--- src/rtl/running_median_stream_macros.svh ---
// ----------------------------------------------------------------------------
// running_median_stream_macros.svh
// Assertion macros shared by the running median block.
// ----------------------------------------------------------------------------
`ifndef RUNNING_MEDIAN_STREAM_MACROS_SVH
`define RUNNING_MEDIAN_STREAM_MACROS_SVH

// Same-cycle implication, quiet during reset.
`define RMS_ASSERT_IMPL(label, pre, post) \
  label: assert property (@(posedge clk) disable iff (rst) (pre) |-> (post)) \
    else $error("running_median_stream: same-cycle check failed");

// Next-cycle implication, quiet during reset.
`define RMS_ASSERT_NEXT(label, pre, post) \
  label: assert property (@(posedge clk) disable iff (rst) (pre) |=> (post)) \
    else $error("running_median_stream: next-cycle check failed");

`endif

--- src/rtl/rms_fifo.sv ---
// ----------------------------------------------------------------------------
// rms_fifo
// Small first-in first-out queue of register entries.
// ----------------------------------------------------------------------------
module rms_fifo #(
  parameter int WIDTH = 8,
  parameter int DEPTH = 2
) (
  input  logic             clk,
  input  logic             rst,
  input  logic             push,
  input  logic [WIDTH-1:0] din,
  output logic             full,
  input  logic             pop,
  output logic [WIDTH-1:0] dout,
  output logic             empty,
  output logic [$clog2(DEPTH+1)-1:0] level
);

  localparam int AW = (DEPTH > 1) ? $clog2(DEPTH) : 1;
  localparam int LW = $clog2(DEPTH+1);

  logic [WIDTH-1:0] mem [DEPTH];
  logic [AW-1:0]    wr_ptr;
  logic [AW-1:0]    rd_ptr;
  logic             do_push;
  logic             do_pop;

  assign full    = (level == LW'(DEPTH));
  assign empty   = (level == '0);
  assign do_push = push && !full;
  assign do_pop  = pop && !empty;
  assign dout    = mem[rd_ptr];

  always_ff @(posedge clk) begin
    if (do_push) begin
      mem[wr_ptr] <= din;
    end
  end

  always_ff @(posedge clk) begin
    if (rst) begin
      wr_ptr <= '0;
      rd_ptr <= '0;
      level  <= '0;
    end else begin
      if (do_push) begin
        wr_ptr <= (wr_ptr == AW'(DEPTH-1)) ? '0 : wr_ptr + 1'b1;
      end
      if (do_pop) begin
        rd_ptr <= (rd_ptr == AW'(DEPTH-1)) ? '0 : rd_ptr + 1'b1;
      end
      case ({do_push, do_pop})
        2'b10:   level <= level + 1'b1;
        2'b01:   level <= level - 1'b1;
        default: level <= level;
      endcase
    end
  end

endmodule

--- config.mk ---
export PLATFORM = sky130hd
export DESIGN_NAME = rms_fifo
export DESIGN_NICKNAME = d
export VERILOG_FILES = /design/src/rtl/running_median_stream_macros.svh /design/src/rtl/rms_fifo.sv
export SDC_FILE = /design/constraint.sdc
export NUM_CORES = 1
export LEC_CHECK = 0
export BUFFER_PORTS_ARGS = -buffer_cell sky130_fd_sc_hd__buf_2
export CAP_MARGIN = 25
export CORE_UTILIZATION = 24
export CTS_CLUSTER_DIAMETER = 200
export DETAILED_ROUTE_END_ITERATION = 10
export PLACE_DENSITY = 0.51
export SLEW_MARGIN = 20
export SYNTH_ARGS = -nofsm -noshare
export SYNTH_HDL_FRONTEND = slang
export SYNTH_SLANG_ARGS = --single-unit
export TNS_END_PERCENT = 1
--- constraint.sdc ---
create_clock -name clk -period 1.6 [get_ports clk]
set_clock_uncertainty 0.1 [all_clocks]
set_input_delay 0.24 -clock clk [delete_from_list [all_inputs] [get_ports clk]]
set_output_delay 0.24 -clock clk [all_outputs]
set_load 0.01 [all_outputs]
Word level (Yosys, flattened, before mapping) --
Memory sizes are Yosys's and may differ from the RTL's. A register that Yosys moved wholly into a read port is not among the register bits. Cells that the tools add are included.
Operators by class: muxes and demuxes 7, add/sub/neg operators 4, reductions and logical operators 6, equal/unequal tests 3
Operators by type and width (count):
- $mux 1 | 6
- $eq 2x2->1 const B | 2
- $pmux 2 s2 | 1
- $add 1x1->1 const B | 2
- $add 2x1->2 const B | 1
- $eq 2x1->1 const B | 1
- $logic_and 1x1->1 | 2
- $logic_not 1->1 | 2
- $logic_not 2->1 | 1
- $reduce_bool 2->1 | 1
- $sub 2x1->2 const B | 1
Storage, ports and cells: memories 1, input bits 12, output and inout bits 12, register bits 4, RAM bits 16, logic and storage cells 24
Memory list:
- mem | words 2, bits a word 8, read ports 1, clocked after Yosys merged registers in 1, wr ports 1, line rms_fifo.sv:23 | logic [WIDTH-1:0] mem [DEPTH];

Depth between registers and ports, before layout --
Gate-level depths: netlist (run 1).
word-level depth 5, mapped depth 6, depth with buffers taken out 6

Worst setup path after synthesis (run 1) --
Ideal clock, no wire load.
path type register to register, start point register level[0], end point memory mem[0][0], enable pin, arrival time 1189 ps, library setup time 324 ps, required time 1176 ps, period minus slack after synthesis 1613 ps, buffers on the path 0, slack -13 ps, stages on the path, launching flop included 5, cells stage by stage dfxtp_1 nand2b_2 inv_2 or3_1 inv_1
On the way: longest elaborated chain between the ends 5
RTL lines:
- start: declaration | line rms_fifo.sv:17 | output logic [$clog2(DEPTH+1)-1:0] level
- start signal: assignment | line rms_fifo.sv:54 | 2'b10: level <= level + 1'b1;
- start signal: assignment | line rms_fifo.sv:55 | 2'b01: level <= level - 1'b1;
- start signal: assignment | line rms_fifo.sv:56 | default: level <= level;
- $eq 2x2->1 | line rms_fifo.sv:29 | assign full = (level == LW'(DEPTH));
- via full | line rms_fifo.sv:13 | output logic full,
- $logic_not 1->1 | line rms_fifo.sv:31 | assign do_push = push && !full;
- $logic_and 1x1->1 | line rms_fifo.sv:31
- $mux 1 | line rms_fifo.sv:36 | if (do_push) begin
- $mux 1 (implied by the code) | line rms_fifo.sv:37 | mem[wr_ptr] <= din;
- end: declaration | line rms_fifo.sv:23
The timed path passes the listed nets, and every way through them passes these cells.

==> results.txt, run 1 <==
Among the stages of the critical path, the cell type that occurs most often is sky130_fd_sc_hd__buf_6. The repair_antennas step left the layout with diodes totalling 0. The maximum vdd drop was 596.0 uV; the area of the placeable core was 0.003103 mm^2.

Post-route worst setup slack: 16.83 ps. In this run the vertical extent of the chip is 59.67 um. No sink is reached through more buffers than the 2 on the longest clock path.

From synthesis to final layout, the design area changed by 39.97%. For this run, the leading register cell type out of synthesis is sky130_fd_sc_hd__edfxtp_1. The die is 59.67 um wide.

Timing would allow up to 0.6316 GHz. Sorting the synthesized cells by area gives the leading types as sky130_fd_sc_hd__edfxtp_1 60%, sky130_fd_sc_hd__dfxtp_1 13%, sky130_fd_sc_hd__mux2_2 11%. For this run the aggregate overflow at the end of global routing stands at 0. In the synthesized netlist, the number of instances is 51.

On the worst path, the slowest cell contributes a delay of 380 ps. Per report_power, the clock group accounts for 14.0% of the total. Of the available clock period, the critical path in the final layout requires 98.95%.

The clock slew seen by the registers of the worst setup and hold paths was 120 ps. The routed design has 1340 um of wire. Number of vias per cell after detailed routing: 3.912. The maximum fanout encountered on the critical timing path came out at 3. For this design, the slowest cell found on the critical path is sky130_fd_sc_hd__dfxtp_4. The count of distinct cell types in the synthesized netlist was 17; the port buffer count was 23. The number of buffers created by CTS was 3. STA classifies the critical path endpoint as an output port. The logs give 1 for the H-tree depth reported by CTS and 72.73% for the part of the Yosys area used for sequential elements.

Setup violations remaining at the end of the flow were counted as 0. Net switching power: 531.3 uW. The endpoint of the worst hold-timing path was mem[0][1]. The number of nets in the layout was 95; the area of the multi-input gates was 230.2 um^2.

The minimum setup slack among reg-to-reg paths was 70 ps. 24 I/O pins were placed. Clock tree synthesis found a total of 21 sinks.

The critical path goes through buf_6 -> mux2_2 -> buf_6. Averaged over all synthesized cells, the footprint is 15.65 um^2. The largest delay contributor family on the critical path was flip-flops.

The initial utilization of the core area, before any placement, comes to 25.73%. Sorting the synthesized cells by how often they occur yields 16 x sky130_fd_sc_hd__edfxtp_1, 8 x sky130_fd_sc_hd__mux2_2, 5 x sky130_fd_sc_hd__dfxtp_1. The cell type contributing the most total cell area after synthesis is sky130_fd_sc_hd__edfxtp_1. Of the total power, registers draw 43.4%.

The buffering stage count on the worst path with inverters included is 2. Entering global routing, the biggest net connects 13 pins. Measured against its own limit, the worst slew margin works out to 72.08%. The Yosys step of the flow raised 0 warnings. The logs give 1775 uW for the overall power and 300 ps for the clock network latency to the later pin of the worst-skew pair. When the netlist entered floorplanning its net count stood at 64. Setup repair after global routing could not meet its margin everywhere. In the routed design, unresolved DRC markers number 0.

In this run the core area contains 20 standard-cell rows. The tools report the category of the worst setup path launch point as a flop. The first-iteration detailed-routing DRC count is 5. Dividing the detail-routed wire length by the instance count gives 10.72 um. The critical path in this run is classified as reg -> out. The tools report the worst hold path startpoint as din[1]. For this run, asynchronously set or reset flops after synthesis account for 0%. The number of inserted filler cells in the final layout was 317.

The most numerous cell in the Yosys netlist was sky130_fd_sc_hd__edfxtp_1. Timing analysis after detailed placement gives a worst setup slack of 47.43 ps. Max-cap violations in this run came to 0. The endpoint of the worst register-to-register path was level[1].

The leakage power of the design is 0.0004491 uW. The worst register-to-register path begins at level[0]. The run finished with clean final reports. The run gives 0 as the count of hold-fix buffers inserted at cts. In this run, synthesis produced a sequential element count of 21.

Net switching is 29.93% of the power. The worst path in the final design needs a cycle of 1583 ps, including I/O delays and setup. In this run the power density over the cells is 1589 mW/mm^2. The root buffer cell was sky130_fd_sc_hd__clkbuf_4.

The global-route total usage across every layer was 8.048%; the share of total power in combinational logic was 42.5%. The logs give 0 for the initial antenna violation count and 1260 ps for the data required time at the worst endpoint. The tools report the storage element area as 586.8 um^2. The congestion estimate from routability-driven global placement came to 0.6747. The logs give 1994 um for the global-route wire length before repair and 1244 uW for the internal power component. The proportion of netlist area held by the largest area contributor was 60.19%. The worst hold path cell count came out at 1. The max-slew violation count was 0; the number of global-route vias before repair was 457. Before antenna repair, the detailed router went through 3 iterations. TritonCTS built the clock tree. The transition time of the tightest slew-check pin came out at 418.8 ps. The cell area after synthesis was 798.3 um^2; the depth of the most critical reg-to-reg path was 5. For the total number of vias, the log shows 489.

The type of the worst min-delay path was in -> reg. The final count of hold timing violations came out at 0. The die covers 0.003561 mm^2. The arrival time at the worst endpoint is 1240 ps, and the share of post-route cells with drive strength above 1 is 56.79%.

The count of nets left with antenna violations once routing finished came out at 0. The tools report the half-perimeter wire length of the detailed placement result as 941.3 um. The synthesized design contains 16 enable-type register cells.
-- repair_timing --
item                                    in CTS  in global routing
gates cloned                                 0                  0
buffers inserted                             1                  0
gates resized for setup                      3                 17
endpoints found under the setup margin       6                  9
hold endpoints to repair                     0                  0
-- how the worst max path moves through the flow --
stage | startpoint | end | slack, ps | cells past startpoint
2_1_floorplan | level[0] | level[1] | -3 | 5
4_1_cts | flop | dout[0] | -10 | 3
6_report | flop | dout[4] | 20 | 3
3_3_place_gp | level[1] | level[1] | 80 | 4
3_5_place_dp | level[1] | level[1] | 50 | 4
5_1_grt | flop | dout[4] | -40 | 3
-- logic make-up (layout without fill, tap and decap cells) --
kind of cell / Yosys count / in the layout / synth area share, %
AND/OR/NAND/NOR: 9 / 9 / 5.799
multiplexers: 8 / 8 / 11.29
AO/OA/AOI/OAI: 5 / 5 / 3.449
XOR/XNOR: 3 / 3 / 3.292
adder cells (fa/ha/maj): 1 / 1 / 1.567
flip-flops: 21 / 21 / 72.73
buffers and inverters: 4 / 34 / 1.880
-- power groups by stage --
stage | clock network, uW | registers [uW] | logic [uW]
after floorplan | 0 | 772 | 352
after global placement | 0 | 769 | 582
after detailed placement | 0 | 774 | 582
after CTS | 263 | 761 | 620
after global routing | 281 | 787 | 819
final | 249 | 771 | 755
-- metal layers --
layer	vias up	wire length [um]	global-route usage [%]
met5	-	0	0
met4	0	0	3.987
met3	0	97	3.247
met2	19	659	11.59
met1	228	583	10.40
li1	242	-	-
-- metrics by stage --
| step | utilization [%] | setup TNS (ps) | instances | cell area [um^2] | hold slack (ps) |
|---|---|---|---|---|---|
| after CTS | 33.27 | -27.59 | 125 | 1032 | 15.04 |
| final | 36.01 | 0 | 125 | 1117 | 22.64 |
| after floorplan | - | -3.187 | 51 | 798.3 | 209.1 |
| after global routing | 36.01 | -110.6 | 125 | 1117 | 5.269 |
| after detailed placement | 31.81 | 0 | 120 | 987.2 | 335.5 |
| after global placement | 31.81 | 0 | 120 | 987.2 | 332.9 |
-- state kept, by name, summed over array words and instances, names as in the netlist, named ones only --
| name | cells |
|---|---|
| level | 2 |
| mem | 16 |
| rd_ptr | 1 |
| wr_ptr | 1 |
-- final cells by class --
type,count,share of cell area (%)
inverters,3,1.008
repair buffers,27,18.48
clock inverters,1,0.4479
multi-input cells,26,20.60
clock buffers,3,2.016
flip-flops and latches,21,52.52
well taps,44,4.927
-- placed cells by master (no fill, tap or decap) --
master,netlist,final
sky130_fd_sc_hd__nor2_1,4,4
sky130_fd_sc_hd__nand2b_2,1,1
sky130_fd_sc_hd__and3_1,1,1
sky130_fd_sc_hd__dfxtp_4,0,1
sky130_fd_sc_hd__mux2_2,8,4
sky130_fd_sc_hd__nand2_1,1,1
sky130_fd_sc_hd__buf_2,0,15
sky130_fd_sc_hd__ha_4,0,1
sky130_fd_sc_hd__inv_1,2,1
sky130_fd_sc_hd__clkinv_2,0,1
sky130_fd_sc_hd__o21ai_0,2,2
sky130_fd_sc_hd__buf_4,0,1
sky130_fd_sc_hd__o21a_1,1,1
sky130_fd_sc_hd__buf_6,0,11
sky130_fd_sc_hd__mux2_4,0,4
sky130_fd_sc_hd__a21oi_1,2,2
sky130_fd_sc_hd__edfxtp_1,16,16
sky130_fd_sc_hd__or3_1,2,2
sky130_fd_sc_hd__dfxtp_2,0,2
sky130_fd_sc_hd__inv_2,1,2
sky130_fd_sc_hd__dfxtp_1,5,2
sky130_fd_sc_hd__xnor2_1,2,2
sky130_fd_sc_hd__xor2_1,1,1
sky130_fd_sc_hd__clkbuf_4,0,3
Power figures use the tool's default switching activity.
==> run 2, diff against run 1 <==
--- a/config.mk
+++ b/config.mk
@@ -7,10 +7,11 @@
 export LEC_CHECK = 0
 export BUFFER_PORTS_ARGS = -buffer_cell sky130_fd_sc_hd__buf_2
 export CAP_MARGIN = 25
-export CORE_UTILIZATION = 24
+export CORE_UTILIZATION = 33
+export CTS_BUF_LIST = sky130_fd_sc_hd__clkbuf_8
 export CTS_CLUSTER_DIAMETER = 200
 export DETAILED_ROUTE_END_ITERATION = 10
-export PLACE_DENSITY = 0.51
+export PLACE_DENSITY = 0.63
 export SLEW_MARGIN = 20
 export SYNTH_ARGS = -nofsm -noshare
 export SYNTH_HDL_FRONTEND = slang
==> results.txt, run 2 (synthesis results as in run 1) <==
The run finished with clean final reports. Global-route wire length before repair: 1911 um (was 1994 um). The count of TritonRoute iterations in the first routing pass was 4 (was 3).

The arrival time at the worst endpoint is 1200 ps (was 1240 ps), and the depth of the most critical reg-to-reg path is 5 (unchanged). The height of the die was 51.19 um (was 59.67 um); the transition time of the tightest slew-check pin was 377.1 ps (was 418.8 ps). The leakage power of the design was 0.0004114 uW (was 0.0004491 uW).

The run gives 0 (unchanged) as the final count of hold timing violations. The run gives 5 (unchanged) as the first-iteration detailed-routing DRC count. The number of flip-flops in the largest register came out at 16 (unchanged). The critical path's largest stage delay was 450 ps (was 380 ps); the count of hold-fix buffers inserted at cts was 0 (unchanged). The DRC violation count after routing was 0 (unchanged). The maximum vdd drop is 904.3 uV (was 596.0 uV), and the number of instances in the placed design is 102 (was 120). The count of maximum capacitance violations came out at 0 (unchanged). The run gives 3 (unchanged) as the number of buffers created by CTS. The worst hold path cell count was 1 (unchanged); the final antenna-violating net count was 0 (unchanged). For the worst slew slack as a fraction of its limit, the log shows 74.86% (was 72.08%). Critical setup path kind: reg -> out (unchanged). Category of the worst setup path launch point: a flop (unchanged). The run gives 0 (was 1) as the number of post-CTS setup repair buffers.

The placer's final routability congestion estimate is 0.6110 (was 0.6747). The power density over cell area works out to 1631 mW/mm^2 (was 1589 mW/mm^2). The average wire length per cell after detail routing is 11.24 um (was 10.72 um).

Root buffer cell: sky130_fd_sc_hd__clkbuf_8 (was sky130_fd_sc_hd__clkbuf_4). The maximum achievable frequency is 0.6509 GHz (was 0.6316 GHz), and the data required time at the worst endpoint is 1260 ps (about the same). The maximum fanout encountered on the critical timing path came out at 8 (was 3). Setup repair after global routing left no endpoint under its margin. For the total of endpoints with negative setup slack in the final report, the log shows 0 (unchanged). The max-slew violation count came out at 0 (unchanged). Critical path capture point type: an output port (unchanged). The hold slack is 74.14 ps (was 22.64 ps), and the routed wire length is 1191 um (was 1340 um). The starting density of the core was 35.41% (was 25.73%). The logs give 106 (was 125) for the non-filler instance count after layout and 0.002255 mm^2 (was 0.003103 mm^2) for the area of the placeable core. Clock slew seen by the registers of the worst setup and hold paths: 70 ps (was 120 ps). The tools report the H-tree depth reported by CTS as 1 (unchanged). Overflow left after global routing: 0 (unchanged). The storage element area is 583.1 um^2 (was 586.8 um^2), and the half-perimeter wire length of the detailed placement result is 821.7 um (was 941.3 um).

Number of I/O pins: 24 (unchanged). The area of the die came out at 0.002620 mm^2 (was 0.003561 mm^2). The maximum buffer depth of the clock tree is 2 (unchanged). The tools report the number of resized instances in the post-cts repair step as 1 (was 3). The largest register by flop count was mem (unchanged). Most common cell after layout, fill and taps aside: sky130_fd_sc_hd__buf_2 (was sky130_fd_sc_hd__edfxtp_1).

Number of clock sinks seen by CTS: 21 (unchanged). The type of the worst min-delay path was in -> reg (unchanged). The initial antenna violation count is 0 (unchanged). The minimum period implied by the final worst setup slack works out to 1536 ps (was 1583 ps). The post-route worst setup slack was 63.60 ps (was 16.83 ps); the port buffer count was 23 (unchanged).

The clock network latency to the later pin of the worst-skew pair was 250 ps (was 300 ps); the number of global-route vias before repair was 435 (was 457). The count of inserted antenna diode cells was 0 (unchanged); the total number of vias was 472 (was 489). The area of the multi-input gates is 220.2 um^2 (was 230.2 um^2). Share of the clock period used by the worst path after layout: 96.03% (was 98.95%).

The number of vias per cell after detailed routing was 4.453 (was 3.912); the number of nets in the layout was 92 (was 95). Leading cell types in the layout, fill and taps excluded: 23 x sky130_fd_sc_hd__buf_2, 16 x sky130_fd_sc_hd__edfxtp_1, 8 x sky130_fd_sc_hd__mux2_2 (was 16 x sky130_fd_sc_hd__edfxtp_1, 15 x sky130_fd_sc_hd__buf_2, 11 x sky130_fd_sc_hd__buf_6). TritonCTS built the clock tree.

The run gives 221 (was 317) as the number of inserted filler cells in the final layout. The share of post-route cells with drive strength above 1 came out at 52.56% (was 56.79%). Cell at the slowest stage of the critical path: sky130_fd_sc_hd__dfxtp_2 (was sky130_fd_sc_hd__dfxtp_4). The logs give 1659 uW (was 1775 uW) for the overall power and 12 (was 13) for the largest net degree at the start of global routing. Ordered list of cells on the worst path: mux2_2 -> buf_2 (was buf_6 -> mux2_2 -> buf_6).

Top flop regs: mem x16, level x2 (unchanged). Die outline width: 51.19 um (was 59.67 um). The logs give 17 (was 20) for the row count and 31.75 ps (was 47.43 ps) for the placement-stage worst setup slack.

The global-route total usage across every layer came out at 10.60% (was 8.048%). The area overhead of the layout relative to synthesis is 27.43% (was 39.97%).
==> run 2: changes by cell type in the layout (fill, tap and decap cells not counted), sizes merged <==
cell / delta
buf: -3
inv: +1
clkinv: -1
==> run 2: routing by layer <==
layer  vias to the layer above  GRT usage, %  wire (um)
met1                       213         12.74        552
met2                        18         16.45        549
li1                        237             -          -
met3                         4         2.083         65
met4                         0         8.333         23
met5                         -             0          0
==> run 2: final timing paths <==
path	start	end	slack, ps
worst max-delay path	flop	dout[3]	60
worst min-delay path	din[7]	mem[1][7]	70
worst max register to register	level[1]	level[1]	90
worst min register to register	wr_ptr	wr_ptr	390
==> run 2: area by class of cell <==
class / count / share of cell area (%)
inverter: 3 / 1.107
clock inverter: 1 / 0.3690
sequential: 21 / 57.32
timing repair buffer: 24 / 12.05
multi-input combinational: 26 / 21.65
tap: 28 / 3.444
clock buffer: 3 / 4.059
==> run 2: metrics by stage <==
stage                     TNS [ps]  util [%]  area (um^2)
after floorplan             -3.187         -        798.3
after global placement           0     42.23        952.2
after detailed placement         0     42.23        952.2
after CTS                        0     44.28        998.5
after global routing             0     45.12         1017
final                            0     45.12         1017
==> run 2: where the power goes <==
part	internal, uW	switching (uW)	total [uW]	leakage [uW]
logic	294	263	557	0.000193
registers	707	77.0	784	0.000192
clock network	170	148	318	0.0000269
total	1170	488	1660	0.000411
==> run 2: worst max-delay path: cells and delay by family, from the launching register on <==
family                 cells  cell delay (ps)
buffers and inverters      1              140
flip-flops                 1              450
multiplexers               1              360
